`src/rtl/core/ccs_pkg.sv`:
```
package ccs_pkg;

    localparam int CLIENTS = 16;
    localparam int CIDX_W  = (CLIENTS > 1) ? $clog2(CLIENTS) : 1;

    localparam int IN_DATA_W  = 32;
    localparam int OUT_DATA_W = 24;
    localparam int CFG_DATA_W = 16;
    localparam int CFG_IDX_W  = 2;

    // request kinds on s_tuser
    localparam logic [1:0] CMD_POLL    = 2'd0;
    localparam logic [1:0] CMD_CONFIRM = 2'd1;
    localparam logic [1:0] CMD_SET     = 2'd2;

    // configuration register indexes
    localparam logic [CFG_IDX_W-1:0] REG_OWN_ADDR = 2'd0;
    localparam logic [CFG_IDX_W-1:0] REG_GUARD    = 2'd1;
    localparam logic [CFG_IDX_W-1:0] REG_REPLY    = 2'd2;
    localparam logic [CFG_IDX_W-1:0] REG_WINDOW   = 2'd3;

    localparam logic [7:0]  OWN_ADDR_RST = 8'd0;
    localparam logic [7:0]  GUARD_RST    = 8'd20;
    localparam logic [15:0] REPLY_RST    = 16'd100;
    localparam logic [15:0] WINDOW_RST   = 16'd10000;
    localparam logic [7:0]  ADDR_INVALID = 8'hff;
    localparam logic [2:0]  LAST_SEEN_RST = 3'd7;

    typedef enum logic [2:0] {
        CS_INIT  = 3'd0,
        CS_SKIP  = 3'd1,
        CS_GUARD = 3'd2,
        CS_REPLY = 3'd3,
        CS_DONE  = 3'd4
    } cst_t;

    typedef enum logic [2:0] {
        S_IDLE,
        S_DECODE,
        S_CONF,
        S_START_SCAN,
        S_WINDOW,
        S_OK_SCAN,
        S_ACT,
        S_TO_SCAN
    } fsm_t;

    typedef struct packed {
        logic tbl_wr;        // write client address table
        logic start_proc;    // new state: reload statuses, scan from slot 0
        logic scan_init_cur; // scan from the slot after the current client
        logic scan_init_zero;
        logic scan_step;
        logic use_scan;      // table read port follows the scan pointer
        logic set_cur_scan;
        logic clr_cur;
        logic conf_set_ok;
        logic emit;
        logic to_reply;
        logic to_init;
    } ccs_cmd_t;

    typedef struct packed {
        logic [1:0] kind;
        logic       changed;
        logic       blocked;
        logic       cur_valid;
        cst_t       cur_status;
        logic       window_expired;
        logic       guard_done;
        logic       reply_done;
        logic       scan_open;
        logic       scan_last;
        logic       conf_hit;
        logic       out_free;
    } ccs_sts_t;

endpackage

```
`src/rtl/core/ccs_ctrl.sv`:
```
module ccs_ctrl
(
    input  logic               clk,
    input  logic               rst_n,
    input  logic               s_tvalid,
    output logic               s_tready,
    input  ccs_pkg::ccs_sts_t  sts,
    output ccs_pkg::ccs_cmd_t  cmd
);

    ccs_pkg::fsm_t state_reg;
    ccs_pkg::fsm_t state_next;

    always_ff @(posedge clk or negedge rst_n)
    begin
        if (!rst_n)
        begin
            state_reg <= ccs_pkg::S_IDLE;
        end
        else
        begin
            state_reg <= state_next;
        end
    end

    always_comb
    begin
        state_next = state_reg;
        case (state_reg)
            ccs_pkg::S_IDLE:
            begin
                if (s_tvalid)
                begin
                    state_next = ccs_pkg::S_DECODE;
                end
            end
            ccs_pkg::S_DECODE:
            begin
                case (sts.kind)
                    ccs_pkg::CMD_CONFIRM: state_next = ccs_pkg::S_CONF;
                    ccs_pkg::CMD_POLL:
                    begin
                        if (sts.changed && !sts.blocked)
                        begin
                            state_next = ccs_pkg::S_START_SCAN;
                        end
                        else
                        begin
                            state_next = ccs_pkg::S_WINDOW;
                        end
                    end
                    default: state_next = ccs_pkg::S_IDLE;
                endcase
            end
            ccs_pkg::S_CONF:
            begin
                if (sts.conf_hit || sts.scan_last)
                begin
                    state_next = ccs_pkg::S_IDLE;
                end
            end
            ccs_pkg::S_START_SCAN:
            begin
                if (sts.scan_open || sts.scan_last)
                begin
                    state_next = ccs_pkg::S_WINDOW;
                end
            end
            ccs_pkg::S_WINDOW:
            begin
                if (!sts.cur_valid || sts.window_expired)
                begin
                    state_next = ccs_pkg::S_IDLE;
                end
                else if (sts.cur_status == ccs_pkg::CS_DONE)
                begin
                    state_next = ccs_pkg::S_OK_SCAN;
                end
                else
                begin
                    state_next = ccs_pkg::S_ACT;
                end
            end
            ccs_pkg::S_OK_SCAN:
            begin
                if (sts.scan_open)
                begin
                    state_next = ccs_pkg::S_ACT;
                end
                else if (sts.scan_last)
                begin
                    state_next = ccs_pkg::S_IDLE;
                end
            end
            ccs_pkg::S_ACT:
            begin
                case (sts.cur_status)
                    ccs_pkg::CS_INIT:
                    begin
                        if (sts.out_free)
                        begin
                            state_next = ccs_pkg::S_IDLE;
                        end
                    end
                    ccs_pkg::CS_REPLY:
                    begin
                        if (sts.reply_done)
                        begin
                            state_next = ccs_pkg::S_TO_SCAN;
                        end
                        else
                        begin
                            state_next = ccs_pkg::S_IDLE;
                        end
                    end
                    default: state_next = ccs_pkg::S_IDLE;
                endcase
            end
            ccs_pkg::S_TO_SCAN:
            begin
                if (sts.scan_open || sts.scan_last)
                begin
                    state_next = ccs_pkg::S_IDLE;
                end
            end
            default: state_next = ccs_pkg::S_IDLE;
        endcase
    end

    always_comb
    begin
        cmd      = '0;
        s_tready = 1'b0;
        case (state_reg)
            ccs_pkg::S_IDLE:
            begin
                s_tready = 1'b1;
            end
            ccs_pkg::S_DECODE:
            begin
                case (sts.kind)
                    ccs_pkg::CMD_SET:     cmd.tbl_wr = 1'b1;
                    ccs_pkg::CMD_CONFIRM: cmd.scan_init_zero = 1'b1;
                    ccs_pkg::CMD_POLL:    cmd.start_proc = sts.changed && !sts.blocked;
                    default:              cmd = '0;
                endcase
            end
            ccs_pkg::S_CONF:
            begin
                cmd.use_scan = 1'b1;
                if (sts.conf_hit)
                begin
                    cmd.conf_set_ok = 1'b1;
                end
                else if (!sts.scan_last)
                begin
                    cmd.scan_step = 1'b1;
                end
            end
            ccs_pkg::S_START_SCAN, ccs_pkg::S_OK_SCAN, ccs_pkg::S_TO_SCAN:
            begin
                cmd.use_scan = 1'b1;
                if (sts.scan_open)
                begin
                    cmd.set_cur_scan = 1'b1;
                end
                else if (sts.scan_last)
                begin
                    cmd.clr_cur = 1'b1;
                end
                else
                begin
                    cmd.scan_step = 1'b1;
                end
            end
            ccs_pkg::S_WINDOW:
            begin
                if (sts.cur_valid && sts.window_expired)
                begin
                    cmd.clr_cur = 1'b1;
                end
                else if (sts.cur_valid && sts.cur_status == ccs_pkg::CS_DONE)
                begin
                    cmd.scan_init_cur = 1'b1;
                end
            end
            ccs_pkg::S_ACT:
            begin
                case (sts.cur_status)
                    ccs_pkg::CS_INIT:  cmd.emit = sts.out_free;
                    ccs_pkg::CS_GUARD: cmd.to_reply = sts.guard_done;
                    ccs_pkg::CS_REPLY:
                    begin
                        cmd.to_init       = sts.reply_done;
                        cmd.scan_init_cur = sts.reply_done;
                    end
                    default: cmd = '0;
                endcase
            end
            default: cmd = '0;
        endcase
    end

endmodule

```
`config.mk`:
```
export PLATFORM = sky130hd
export DESIGN_NAME = ccs_ctrl
export DESIGN_NICKNAME = d
export VERILOG_FILES = /design/src/rtl/core/ccs_pkg.sv /design/src/rtl/core/ccs_ctrl.sv
export SDC_FILE = /design/constraint.sdc
export NUM_CORES = 1
export LEC_CHECK = 0
export BUFFER_PORTS_ARGS = -buffer_cell sky130_fd_sc_hd__buf_4
export CAP_MARGIN = 20
export CELL_PAD_IN_SITES_DETAIL_PLACEMENT = 1
export CELL_PAD_IN_SITES_GLOBAL_PLACEMENT = 2
export CORE_ASPECT_RATIO = 1.5
export CORE_UTILIZATION = 17
export DETAILED_ROUTE_END_ITERATION = 8
export GPL_TIMING_DRIVEN = 0
export HOLD_SLACK_MARGIN = 0.02
export PLACE_DENSITY_LB_ADDON = 0.1
export SYNTH_ARGS = -nofsm -noshare
export SYNTH_HDL_FRONTEND = slang
export SYNTH_SLANG_ARGS = --single-unit
```
`constraint.sdc`:
```
create_clock -name clk -period 1.54 [get_ports clk]
set_input_delay 0.231 -clock clk [delete_from_list [all_inputs] [get_ports clk]]
set_output_delay 0.231 -clock clk [all_outputs]
set_load 0.1 [all_outputs]
```
==> results.txt <==
----------------------------------------------------
[Clocking]
  Total clock sinks ... 3
  Clock transition at the registers of the reported paths ... approximately 0.040 ns
  Master cell of the clock root buffer ... clkbuf_4
  Clock buffer depth ... 2
  Worst-Skew Late Latency ... 0.23 ns
  Total CTS buffers ... 3
  H-tree Lvls ... 1
  CTS tree ... done

[Global route]
  Global-route wire length before repair ... 2870 um
  Vias in the first global route ... roughly 690
  Total global routing overflow ... 0
  Number of antenna violations at the first check in global routing ... 0
  Total global routing track utilization ... between 10% and 20%
  Largest net degree at the start of global routing ... 9

[STA]
  Worst Setup Slack, final ... -0.423 ns
  Final number of hold-violating endpoints ... 0
  Clk_skew ... around 0.0016 ns
  Slew at the pin closest to its max-slew limit ... 0.382 ns
  Worst-case headroom to the max-slew limit ... between 70% and 80%
  Setup violators final ... 16
  Unrepaired setup endpoints after global routing ... true
  Total negative slack for setup checks ... -3.41 ns
  Clock period minus worst slack ... around 2 ns
  Final period util ... 127%
  Maximum frequency from static timing analysis ... approximately 510 MHz
  Final max-slew violation count ... 0

[Drt]
  Length of routed met3 wiring ... about 80 um
  Count of TritonRoute iterations in the first routing pass ... 2
  WL met2 ... approximately 1100 um
  Via count of the routed design ... between 600 and 700
  Post-detailed-route wirelength per cell ... approximately 13 um
  WL final ... 1790 um
  Routed metal-1 wire length ... around 650 um
  Post-route DRC violation count ... 0
  Antenna violation net count after detailed routing ... 0
  Initial DRC count ... 3
  DR vias/cell ... approximately 4.8
  Max layer used ... met3

[Setup path]
  Critical-path maximum fanout ... 3
  Classification of the worst setup path ... register to output pin
  Required arrival time at the worst endpoint ... 1.31 ns
  Category of the worst setup path launch point ... register
  Kind of end point of the critical path ... output pin
  Arrival time of data at the critical path endpoint ... 1.73 ns

[Logic synthesis]
  Total standard cell area after synthesis ... 424 um2
  Synth warnings ... 0
  Most area-hungry cell type in the Yosys netlist ... dfrtp_1
  Synth Area per Inst ... slightly below 8 um2
  Share of synthesized area occupied by flip-flops and latches ... between 10% and 20%
  Synth async-reset ratio ... 100%
  Number of library cell types mapped by synthesis ... 31
  Count of flip-flops with a built-in enable after synthesis ... 0
  #FFs+latches synth ... 3
  Most used flip-flop cell after synthesis ... dfrtp_1
  Net count after synthesis ... 73
  Post-synth top area share ... between 10% and 20%
  Synth cell count leaders ... nor2_1 (8), inv_1 (6), nand2_1 (4), dfrtp_1 (3), nand2b_1 (3)
  Post-Syn Instances ... 55
  Leading cell type by number of instances after synthesis ... nor2_1
  Most area-consuming cells after synthesis ... dfrtp_1 (18%), nor2_1 (7.1%), buf_6 (5.3%), inv_1 (5.3%), nand2b_1 (4.4%)

[Finish]
  Layout Area Growth over Synthesis ... 189%
  Layout net count ... ~130
  Layout fillers ... ~250
  Flip-flop count of the largest register, all copies and words added ... 3
  Core occupancy in the finished layout ... a little over half
  Number of inserted diodes ... 0
  Area used by sequential logic in the layout ... roughly 76 um2
  Count of placed standard cells in the final layout, fillers left out ... 133
  Combined area of the multi-input logic cells ... 470 um2
  Proportion of layout cells with a drive suffix above 1 ... between 70 and 80%

[Floorplanning]
  Initial Utilization ... between 10% and 20%
  Floorplan row count ... 21
  Vert. Die Dim ... 63.2 um
  Horiz. Die Dim ... 42.8 um
  I/O pin count ... 31
  Area enclosed by the die boundary ... 0.00270 mm2
  Core region area ... 0.00229 mm2

[Run]
  Max-cap violation count ... 0

[Power and ir drop]
  Static Leakage ... between 0.5 and 0.6 nW
  Worst vdd ir ... 0.000709 V
  Pwr Density ... between 1500 and 2000 mW/mm2

[Placed design]
  Placed insts ... approximately 110
  Half-perimeter wire length of the detailed placement result ... 1270 um
  # port buffers ... 30
  Worst setup timing slack at the placement stage ... -0.659 ns
  Final weighted congestion in routability-driven placement ... around 0.76

[Status]
  Status ... finished, violations left
  Violations in the final reports ... negative setup slack

[Worst hold path]
  Hold WC Path Type ... primary input to async pin

----------------------------------------------------
==> layout by cell type, fill, tap and decap left out, types with 2 or more instances in the layout <==
cell	Yosys	final
buf_4	0	28
nand2_2	0	2
nand2b_1	3	3
clkbuf_4	0	3
clkinvlp_4	0	2
nor2_1	8	3
buf_12	0	12
nor4_4	0	2
nor4b_4	0	2
inv_1	6	4
o21ai_4	0	2
buf_6	2	12
dfrtp_1	3	2
nand2_1	4	2
nor2_4	0	4
nor3_4	0	2
==> timing repair <==
item                                    in CTS  in global routing
resized for setup                           47                  8
hold buffers                                 1                  0
buffers inserted                            12                  9
hold endpoints to repair                     3                  0
pin swaps                                   14                 14
cloned                                       0                  0
endpoints found under the setup margin      15                 16
==> final timing paths <==
path | from | to | slack [ns] | cells past startpoint
max in group asynchronous | rst_n | state_reg[0]$_DFFE_PN0P_ | 1.11 | 2
setup / recovery | state_reg[1]$_DFFE_PN0P_ | cmd[10] | -0.42 | 4
setup reg to reg | state_reg[1]$_DFFE_PN0P_ | state_reg[2]$_DFFE_PN0P_ | -0.31 | 7
hold / removal | rst_n | state_reg[1]$_DFFE_PN0P_ | 0.33 | 2
hold reg to reg | state_reg[0]$_DFFE_PN0P_ | state_reg[0]$_DFFE_PN0P_ | 0.80 | 3
min in group clk | sts[9] | state_reg[1]$_DFFE_PN0P_ | 0.41 | 4
==> routing by layer <==
metal | vias to the layer above | GRT usage, %
met1 | 306 | 15.4
met2 | 20 | 24.6
met5 | - | 0
met3 | 0 | 2.58
li1 | 315 | -
met4 | 0 | 5.86
==> report_power, final <==
group | switching [mW] | total [mW] | internal (mW)
logic | 1.08 | 1.99 | 0.913
clock network | 0.0384 | 0.135 | 0.0969
registers | 0.0362 | 0.155 | 0.119
total | 1.16 | 2.29 | 1.13
==> worst max-delay path, cell delays in order, from the launching register on <==
cell     delay (ns)
dfrtp_1        0.39
buf_6          0.13
or4b_4         0.51
nor3b_4        0.26
buf_12         0.21
==> cell type report <==
class	count	share of cell area [%]
repair buffers	51	46.7
multi-input cells	44	38.3
flip-flops and latches	3	6.22
inverters	6	2.45
well taps	23	2.34
clock buffers	4	2.14
plain buffers	2	1.83
==> metrics by stage <==
step	area, um2	hold slack, ns	power (mW)
finish	1230	0.326	2.29
global route	1230	0.342	2.39
CTS	1120	0.320	2.15
detailed placement	793	0.0210	1.43
global placement	793	0.0187	1.43
floorplan	539	-0.0646	1.18
==> cell families (layout without fill, tap and decap cells) <==
| logic type | Yosys count | after routing | share of synthesized area [%] |
|---|---|---|---|
| mux | 1 | 1 | 3.54 |
| flops | 3 | 3 | 17.7 |
| simple gates | 32 | 32 | 49.0 |
| compound gates | 11 | 11 | 19.2 |
| buf+inv | 8 | 63 | 10.6 |
No activity file was read; power rests on OpenSTA's default activity.
