## config.mk

```make
export PLATFORM = sky130hd
export DESIGN_NAME = ccs_datapath
export DESIGN_NICKNAME = d
export VERILOG_FILES = /design/src/rtl/core/ccs_pkg.sv /design/src/rtl/core/ccs_datapath.sv
export SDC_FILE = /design/constraint.sdc
export NUM_CORES = 1
export LEC_CHECK = 0
export BUFFER_PORTS_ARGS = -buffer_cell sky130_fd_sc_hd__buf_2
export CAP_MARGIN = 20
export CORE_ASPECT_RATIO = 1.1
export CORE_MARGIN = 8
export CORE_UTILIZATION = 55
export CTS_BUF_LIST = sky130_fd_sc_hd__clkbuf_2
export CTS_CLUSTER_DIAMETER = 50
export DETAILED_ROUTE_END_ITERATION = 6
export PLACE_DENSITY = 0.81
export SLEW_MARGIN = 10
export SYNTH_ARGS = -nofsm -noshare
export SYNTH_HDL_FRONTEND = slang
export SYNTH_SLANG_ARGS = --single-unit
```

## constraint.sdc

```tcl
create_clock -name clk -period 7.5 [get_ports clk]
set_input_delay 0.375 -clock clk [delete_from_list [all_inputs] [get_ports clk]]
set_output_delay 0.375 -clock clk [all_outputs]
set_load 0.01 [all_outputs]
```

## src/rtl/core/ccs_pkg.sv

```systemverilog
package ccs_pkg;

    localparam int CLIENTS = 16;
    localparam int CIDX_W  = (CLIENTS > 1) ? $clog2(CLIENTS) : 1;

    localparam int IN_DATA_W  = 32;
    localparam int OUT_DATA_W = 24;
    localparam int CFG_DATA_W = 16;
    localparam int CFG_IDX_W  = 2;

    // request kinds on s_tuser
    localparam logic [1:0] CMD_POLL    = 2'd0;
    localparam logic [1:0] CMD_CONFIRM = 2'd1;
    localparam logic [1:0] CMD_SET     = 2'd2;

    // configuration register indexes
    localparam logic [CFG_IDX_W-1:0] REG_OWN_ADDR = 2'd0;
    localparam logic [CFG_IDX_W-1:0] REG_GUARD    = 2'd1;
    localparam logic [CFG_IDX_W-1:0] REG_REPLY    = 2'd2;
    localparam logic [CFG_IDX_W-1:0] REG_WINDOW   = 2'd3;

    localparam logic [7:0]  OWN_ADDR_RST = 8'd0;
    localparam logic [7:0]  GUARD_RST    = 8'd20;
    localparam logic [15:0] REPLY_RST    = 16'd100;
    localparam logic [15:0] WINDOW_RST   = 16'd10000;
    localparam logic [7:0]  ADDR_INVALID = 8'hff;
    localparam logic [2:0]  LAST_SEEN_RST = 3'd7;

    typedef enum logic [2:0] {
        CS_INIT  = 3'd0,
        CS_SKIP  = 3'd1,
        CS_GUARD = 3'd2,
        CS_REPLY = 3'd3,
        CS_DONE  = 3'd4
    } cst_t;

    typedef enum logic [2:0] {
        S_IDLE,
        S_DECODE,
        S_CONF,
        S_START_SCAN,
        S_WINDOW,
        S_OK_SCAN,
        S_ACT,
        S_TO_SCAN
    } fsm_t;

    typedef struct packed {
        logic tbl_wr;        // write client address table
        logic start_proc;    // new state: reload statuses, scan from slot 0
        logic scan_init_cur; // scan from the slot after the current client
        logic scan_init_zero;
        logic scan_step;
        logic use_scan;      // table read port follows the scan pointer
        logic set_cur_scan;
        logic clr_cur;
        logic conf_set_ok;
        logic emit;
        logic to_reply;
        logic to_init;
    } ccs_cmd_t;

    typedef struct packed {
        logic [1:0] kind;
        logic       changed;
        logic       blocked;
        logic       cur_valid;
        cst_t       cur_status;
        logic       window_expired;
        logic       guard_done;
        logic       reply_done;
        logic       scan_open;
        logic       scan_last;
        logic       conf_hit;
        logic       out_free;
    } ccs_sts_t;

endpackage

```

## src/rtl/core/ccs_datapath.sv

```systemverilog
module ccs_datapath
(
    input  logic                                 clk,
    input  logic                                 rst_n,
    input  logic                                 s_tvalid,
    input  logic                                 s_tready,
    input  logic [ccs_pkg::IN_DATA_W-1:0]        s_tdata,
    input  logic [1:0]                           s_tuser,
    output logic                                 m_tvalid,
    input  logic                                 m_tready,
    output logic [ccs_pkg::OUT_DATA_W-1:0]       m_tdata,
    input  logic                                 cfg_wr_en,
    input  logic [ccs_pkg::CFG_IDX_W-1:0]        cfg_index,
    input  logic [ccs_pkg::CFG_DATA_W-1:0]       cfg_data,
    input  ccs_pkg::ccs_cmd_t                    cmd,
    output ccs_pkg::ccs_sts_t                    sts
);

    localparam int CW = ccs_pkg::CIDX_W;
    localparam logic [CW-1:0] LAST_IDX = CW'(ccs_pkg::CLIENTS - 1);

    // configuration
    logic [7:0]  own_addr_reg;
    logic [7:0]  guard_reg;
    logic [15:0] reply_reg;
    logic [15:0] window_reg;

    // latched request
    logic [1:0]  kind_reg;
    logic [15:0] now_reg;
    logic [1:0]  in_state_reg;
    logic [7:0]  peer_reg;
    logic [3:0]  entry_reg;

    // process state
    logic [7:0]    addr_tbl_reg [ccs_pkg::CLIENTS];
    ccs_pkg::cst_t status_reg   [ccs_pkg::CLIENTS];
    logic [15:0]   rtime_reg    [ccs_pkg::CLIENTS];
    logic          cur_valid_reg;
    logic [CW-1:0] cur_idx_reg;
    logic [CW-1:0] sidx_reg;
    logic [CW-1:0] scnt_reg;
    logic [15:0]   change_time_reg;
    logic [2:0]    last_seen_reg;
    logic [1:0]    sent_state_reg;

    logic                            m_tvalid_reg;
    logic [ccs_pkg::OUT_DATA_W-1:0]  m_tdata_reg;

    logic [CW-1:0]  rd_idx;
    ccs_pkg::cst_t  rd_status;
    logic [7:0]     rd_addr;
    logic [15:0]    rd_rtime;
    logic [CW-1:0]  cur_plus1;
    logic [CW-1:0]  sidx_plus1;
    logic [7:0]     guard_elapsed;
    logic [15:0]    reply_elapsed;
    logic [15:0]    window_elapsed;
    logic           entry_in_range;

    always_ff @(posedge clk or negedge rst_n)
    begin
        if (!rst_n)
        begin
            own_addr_reg <= ccs_pkg::OWN_ADDR_RST;
            guard_reg    <= ccs_pkg::GUARD_RST;
            reply_reg    <= ccs_pkg::REPLY_RST;
            window_reg   <= ccs_pkg::WINDOW_RST;
        end
        else if (cfg_wr_en)
        begin
            case (cfg_index)
                ccs_pkg::REG_OWN_ADDR: own_addr_reg <= cfg_data[7:0];
                ccs_pkg::REG_GUARD:    guard_reg    <= cfg_data[7:0];
                ccs_pkg::REG_REPLY:    reply_reg    <= cfg_data;
                ccs_pkg::REG_WINDOW:   window_reg   <= cfg_data;
                default:               own_addr_reg <= own_addr_reg;
            endcase
        end
    end

    always_ff @(posedge clk)
    begin
        if (s_tvalid && s_tready)
        begin
            kind_reg     <= s_tuser;
            now_reg      <= s_tdata[15:0];
            in_state_reg <= s_tdata[17:16];
            peer_reg     <= s_tdata[25:18];
            entry_reg    <= s_tdata[29:26];
        end
    end

    // single table read port, shared between the scan pointer and the current client
    assign rd_idx    = cmd.use_scan ? sidx_reg : cur_idx_reg;
    assign rd_status = status_reg[rd_idx];
    assign rd_addr   = addr_tbl_reg[rd_idx];
    assign rd_rtime  = rtime_reg[rd_idx];

    assign cur_plus1  = (cur_idx_reg == LAST_IDX) ? '0 : cur_idx_reg + 1'b1;
    assign sidx_plus1 = (sidx_reg == LAST_IDX) ? '0 : sidx_reg + 1'b1;

    assign guard_elapsed  = now_reg[7:0] - rd_rtime[7:0];
    assign reply_elapsed  = now_reg - rd_rtime;
    assign window_elapsed = now_reg - change_time_reg;
    assign entry_in_range = 32'(entry_reg) < 32'(ccs_pkg::CLIENTS);

    always_ff @(posedge clk or negedge rst_n)
    begin
        if (!rst_n)
        begin
            for (int i = 0; i < ccs_pkg::CLIENTS; i++)
            begin
                addr_tbl_reg[i] <= ccs_pkg::ADDR_INVALID;
            end
        end
        else if (cmd.tbl_wr && entry_in_range)
        begin
            addr_tbl_reg[CW'(entry_reg)] <= peer_reg;
        end
    end

    always_ff @(posedge clk or negedge rst_n)
    begin
        if (!rst_n)
        begin
            for (int i = 0; i < ccs_pkg::CLIENTS; i++)
            begin
                status_reg[i] <= ccs_pkg::CS_SKIP;
            end
        end
        else if (cmd.start_proc)
        begin
            for (int i = 0; i < ccs_pkg::CLIENTS; i++)
            begin
                status_reg[i] <= (addr_tbl_reg[i] != ccs_pkg::ADDR_INVALID) ?
                                 ccs_pkg::CS_INIT : ccs_pkg::CS_SKIP;
            end
        end
        else if (cmd.conf_set_ok)
        begin
            status_reg[sidx_reg] <= ccs_pkg::CS_DONE;
        end
        else if (cmd.emit)
        begin
            status_reg[cur_idx_reg] <= ccs_pkg::CS_GUARD;
        end
        else if (cmd.to_reply)
        begin
            status_reg[cur_idx_reg] <= ccs_pkg::CS_REPLY;
        end
        else if (cmd.to_init)
        begin
            status_reg[cur_idx_reg] <= ccs_pkg::CS_INIT;
        end
    end

    always_ff @(posedge clk)
    begin
        if (cmd.emit || cmd.to_reply)
        begin
            rtime_reg[cur_idx_reg] <= now_reg;
        end
        if (cmd.start_proc)
        begin
            change_time_reg <= now_reg;
        end
    end

    always_ff @(posedge clk or negedge rst_n)
    begin
        if (!rst_n)
        begin
            cur_valid_reg  <= 1'b0;
            cur_idx_reg    <= '0;
            sidx_reg       <= '0;
            scnt_reg       <= '0;
            last_seen_reg  <= ccs_pkg::LAST_SEEN_RST;
            sent_state_reg <= '0;
        end
        else
        begin
            if (cmd.start_proc)
            begin
                last_seen_reg  <= {1'b0, in_state_reg};
                sent_state_reg <= in_state_reg;
            end
            if (cmd.start_proc || cmd.scan_init_zero)
            begin
                sidx_reg <= '0;
                scnt_reg <= '0;
            end
            else if (cmd.scan_init_cur)
            begin
                sidx_reg <= cur_plus1;
                scnt_reg <= '0;
            end
            else if (cmd.scan_step)
            begin
                sidx_reg <= sidx_plus1;
                scnt_reg <= scnt_reg + 1'b1;
            end
            if (cmd.set_cur_scan)
            begin
                cur_valid_reg <= 1'b1;
                cur_idx_reg   <= sidx_reg;
            end
            else if (cmd.clr_cur)
            begin
                cur_valid_reg <= 1'b0;
            end
        end
    end

    always_ff @(posedge clk or negedge rst_n)
    begin
        if (!rst_n)
        begin
            m_tvalid_reg <= 1'b0;
        end
        else if (cmd.emit)
        begin
            m_tvalid_reg <= 1'b1;
        end
        else if (m_tready)
        begin
            m_tvalid_reg <= 1'b0;
        end
    end

    always_ff @(posedge clk)
    begin
        if (cmd.emit)
        begin
            m_tdata_reg <= {6'd0, sent_state_reg, rd_addr, own_addr_reg};
        end
    end

    assign m_tvalid = m_tvalid_reg;
    assign m_tdata  = m_tdata_reg;

    always_comb
    begin
        sts                = '0;
        sts.kind           = kind_reg;
        sts.changed        = {1'b0, in_state_reg} != last_seen_reg;
        sts.blocked        = cur_valid_reg && (rd_status == ccs_pkg::CS_GUARD);
        sts.cur_valid      = cur_valid_reg;
        sts.cur_status     = rd_status;
        sts.window_expired = window_elapsed >= window_reg;
        sts.guard_done     = guard_elapsed >= guard_reg;
        sts.reply_done     = reply_elapsed >= reply_reg;
        sts.scan_open      = (rd_status != ccs_pkg::CS_SKIP) && (rd_status != ccs_pkg::CS_DONE);
        sts.scan_last      = scnt_reg == LAST_IDX;
        sts.conf_hit       = (rd_status inside {ccs_pkg::CS_GUARD, ccs_pkg::CS_REPLY})
                             && (rd_addr == peer_reg) && (in_state_reg == sent_state_reg);
        sts.out_free       = !m_tvalid_reg || m_tready;
    end

endmodule

```

==> results.txt <==
----------------------------------------------------
[Synthesis]
  Share of synthesized area occupied by flip-flops and latches ... approximately 60%
  Post-Synthesis Mean Instance Area ... approximately 14 um2
  Asr flop ratio synth ... approximately 43%
  Library cell occupying the most area in the post-synthesis netlist ... edfxtp_1
  Top FF cell, synth ... edfxtp_1
  Share of the synthesized area in the top cell type ... between 30% and 40%
  Number of enable-type register cells in the synthesized netlist ... ~320
  Post-synthesis cell count ... 1949
  Top post-synthesis cells by area ... edfxtp_1 (36%), dfstp_2 (15%), dfrtp_1 (8.0%), mux4_2 (7.8%), mux2_2 (7.5%)
  Yosys warnings ... 0
  Distinct cell type count of the synthesized netlist ... just under 70
  Synth Cell Area ... ~27000 um2
  Post-synthesis sequential element count ... about 570

[GRT]
  Total congestion overflow ... 0
  Number of global-route vias before repair ... between 15000 and 20000
  First-pass GRT wire length ... 110 mm
  Overall fraction of global-route tracks in use ... between 20% and 30%
  Antenna violations before repair ... 1
  Largest net degree at the start of global routing ... between 80 and 90

[Drt]
  Number of violations reported at the end of detailed-routing iteration 0 ... 2159
  Number of antenna-violating nets in the routed design ... 0
  Number of vias after detailed routing ... between 15000 and 20000
  Detailed-route wire length per cell ... 24.1 um
  Per-cell via count in the routed design ... just over 6
  Count of unresolved DRC violations after routing ... 0
  Final Routed Wirelength ... 72.2 mm
  Length of the first detailed-routing pass in iterations ... 6

[Setup path]
  Setup crit start ... sidx_reg[1]$_DFFE_PN0P_
  Endpoint class of the critical path ... output port
  Worst Setup Start Kind ... register
  Register-to-register setup slack ... approximately 4000 ps
  Worst r2r path cells ... 8
  Peak fanout along the critical path ... 35
  Worst flop-to-flop path startpoint ... cur_idx_reg[0]$_DFFE_PN0P_
  Destination of the worst register-to-register timing path ... status_reg[1]$_DFFE_PN0P_
  Crit Path Category ... reg2out
  End point of the critical path ... sts[4]
  Required time at the worst-slack endpoint ... 7120 ps
  Critical path data arrival time ... 6660 ps

[Pwr]
  Overall power after layout ... between 7000 and 8000 uW
  Worst VDD drop ... about 0.18 mV
  Areal power density over the cells ... approximately 250 nW/um2
  Lkg Pwr ... approximately 0.012 uW

[CTS]
  CTS buffer count ... 141
  TritonCTS clock tree ... yes
  Clock latency at the later pin of the worst-skew pair ... ~1100 ps
  Maximum level of the CTS H-tree ... 4
  Sinks on Clock Net ... ~570
  Maximum clock path buffer count ... 3
  Clock slew at the register clock pins of the worst setup and hold paths ... about 160 ps
  Number of setup buffers added after CTS ... 0
  Clock Tree Root ... clkbuf_2
  Count of cells resized by post-cts repair ... 0

[Cells and area]
  Layout Area Growth over Synthesis ... 14.2%
  Number of filler instances in the final layout ... ~3400
  # nets final ... 2394
  Multi-input logic area ... 10100 um2
  Register Area ... around 16000 um2
  Share of post-route cells with drive strength above 1 ... about a third
  Flip-flop count of the largest register, all copies and words added ... roughly 260

[STA]
  Transition time at the pin with the least slew margin ... around 1100 ps
  Count of endpoints failing setup in the final report ... 0
  Relative slew slack ... ~25%
  Final period demand of the worst path ... around 7000 ps
  Final Slew Violations ... 0
  Maximum achievable frequency ... roughly 0.14 GHz
  Final period utilization ... roughly 94%
  Clock skew ... around 100 ps
  Setup repair after global routing missed its margin ... no
  Final hold violations ... 0
  Total Neg Setup Slack ... 0 ps

[Placement]
  Buffers on Ports ... between 100 and 150
  Placed wire-length estimate ... 43.9 mm
  Routability congestion estimate ... ~0.9

[Floorplanning]
  Cell row count ... 84
  Initial Utilization ... a little under three fifths
  Count of boundary I/O pins ... 110
  Placeable core region ... roughly 48000 um2
  Die span in y ... around 250 um
  Die Width ... roughly 230 um
  DIE AREA ... between 50000 and 60000 um2

[Outcome]
  Status ... finished clean

[Worst hold path]
  Number of cells on the worst hold path ... 2
  Min-Delay Path Class ... in2reg

[Flow run]
  Max-cap viol count ... 0

----------------------------------------------------
==> what timing repair did <==
action	in CTS	in global routing
setup endpoints to repair	0	0
hold buffers	115	2
hold endpoints to repair	293	4
==> report_power, final <==
part	switching, uW	internal (uW)	leakage (uW)	total [uW]
Combinational	771	724	0.00528	1500
Clock	1250	873	0.00102	2120
Sequential	283	3770	0.00570	4050
==> worst max-delay path, cell delays in order (launching register included) <==
cell and delay, ps:
dfrtp_1 500, mux2i_4 700, buf_12 330, mux4_2 350, nand2_1 80, nand3_1 120, nand2_1 140, ha_1 290
nor2b_1 160, o21ai_1 210, a21boi_1 170, o41ai_1 640, o2111ai_1 270, a31o_1 260, a21oi_1 210, xnor2_1 170
ha_1 270, a2111oi_0 390, a31oi_1 130, buf_2 160
==> stage by stage <==
stage               worst slack, ps  instance area, um2  utilization [%]  std cells  hold slack (ps)
floorplan                      2190               26800                -       1954             79.4
global placement               1430               27900             58.2       2621              410
detailed placement             1300               27900             58.3       2624              416
CTS                             339               30400             63.5       2993           0.0969
global route                   88.7               30500             63.7       3000             4.28
finish                          465               30500             63.7       3000             79.9
==> Yosys cell counts, types with 3 or more instances <==
library cell and instances:
buf_2 12, o41ai_1 5, nor2b_1 17, o21ai_0 47, and2_1 3, edfxtp_1 322
nand3_1 61, a311oi_1 3, mux2i_1 41, a22oi_1 9, o21ai_1 4, nand4_1 34
nand2_1 186, xnor2_1 36, mux4_2 92, inv_1 77, dfstp_2 157, or3_1 16
dfrtp_1 86, ha_1 79, clkbuf_1 73, buf_4 13, a21o_1 14, o21bai_1 3
buf_1 11, a211oi_1 10, nand3b_1 6, o2111ai_1 4, a31oi_1 36, nor2_1 105
mux2_2 178, o21a_1 13, xor2_1 17, buf_6 3, a21oi_1 52, nand2b_1 13
and3_1 17, mux2i_4 3, o221a_2 4, o221ai_1 4, a2111oi_0 4, o31ai_1 4
nor3_1 27, o211ai_1 14
==> cell usage in the layout, fill, tap and decap left out, types with 5 or more instances in the layout <==
master and count:
a211oi_1 10, a21o_1 14, a21oi_1 52, a22oi_1 9, a31oi_1 36, and3_1 17, buf_2 100, buf_4 31
buf_8 5, clkbuf_2 218, clkinv_1 22, conb_1 6, dfrtp_1 86, dfstp_2 157, dlygate4sd3_1 117, edfxtp_1 322
ha_1 79, inv_1 77, inv_2 5, mux2_2 179, mux2i_1 39, mux2i_4 5, mux4_2 92, nand2_1 186
nand2b_1 13, nand3_1 61, nand3b_1 6, nand4_1 34, nor2_1 95, nor2_2 10, nor2b_1 15, nor3_1 27
o211ai_1 14, o21a_1 13, o21ai_0 47, o41ai_1 5, or3_1 16, xnor2_1 36, xor2_1 17
==> area by class of cell <==
type	count	share of cell area [%]
multi-input cells	1200	33.0
diodes	1	0.00819
repair buffers	258	6.88
inverters	77	0.946
clock inverters	36	0.754
clock buffers	218	3.57
well taps	645	2.64
flip-flops and latches	565	52.2
==> metal layers <==
layer / vias up / wire (um) / track usage, %
met2: 1070 / 36000 / 43.2
met3: 244 / 6030 / 6.25
met4: 0 / 3650 / 13.5
li1: 7966 / - / -
met1: 9179 / 26500 / 30.6
met5: - / 0 / 0
==> worst min path at each step <==
| stage | start | to | slack (ps) |
|---|---|---|---|
| after floorplan | rst_n | cur_idx_reg[0]$_DFFE_PN0P_ | 80 |
| after global placement | rst_n | sent_state_reg[0]$_DFFE_PN0P_ | 410 |
| after detailed placement | rst_n | sent_state_reg[0]$_DFFE_PN0P_ | 420 |
| after CTS | cfg_data[10] | reply_reg[10]$_DFFE_PN0P_ | 0.1 |
| after global routing | cfg_data[6] | reply_reg[6]$_DFFE_PN1P_ | 4 |
| final | s_tready | now_reg[4]$_DFFE_PP_ | 80 |
==> kinds of logic after synthesis <==
group / count (synthesis) / share of synthesized area [%]
flip-flops: 565 / 59.6
AND/OR/NAND/NOR: 494 / 8.50
multiplexers: 317 / 17.2
AO/OA/AOI/OAI: 249 / 6.10
buffers and inverters: 189 / 2.98
adder cells (fa/ha/maj): 81 / 3.85
XOR/XNOR: 53 / 1.74
other: 1 / 0.0140
(Power assumes the default switching activity.)
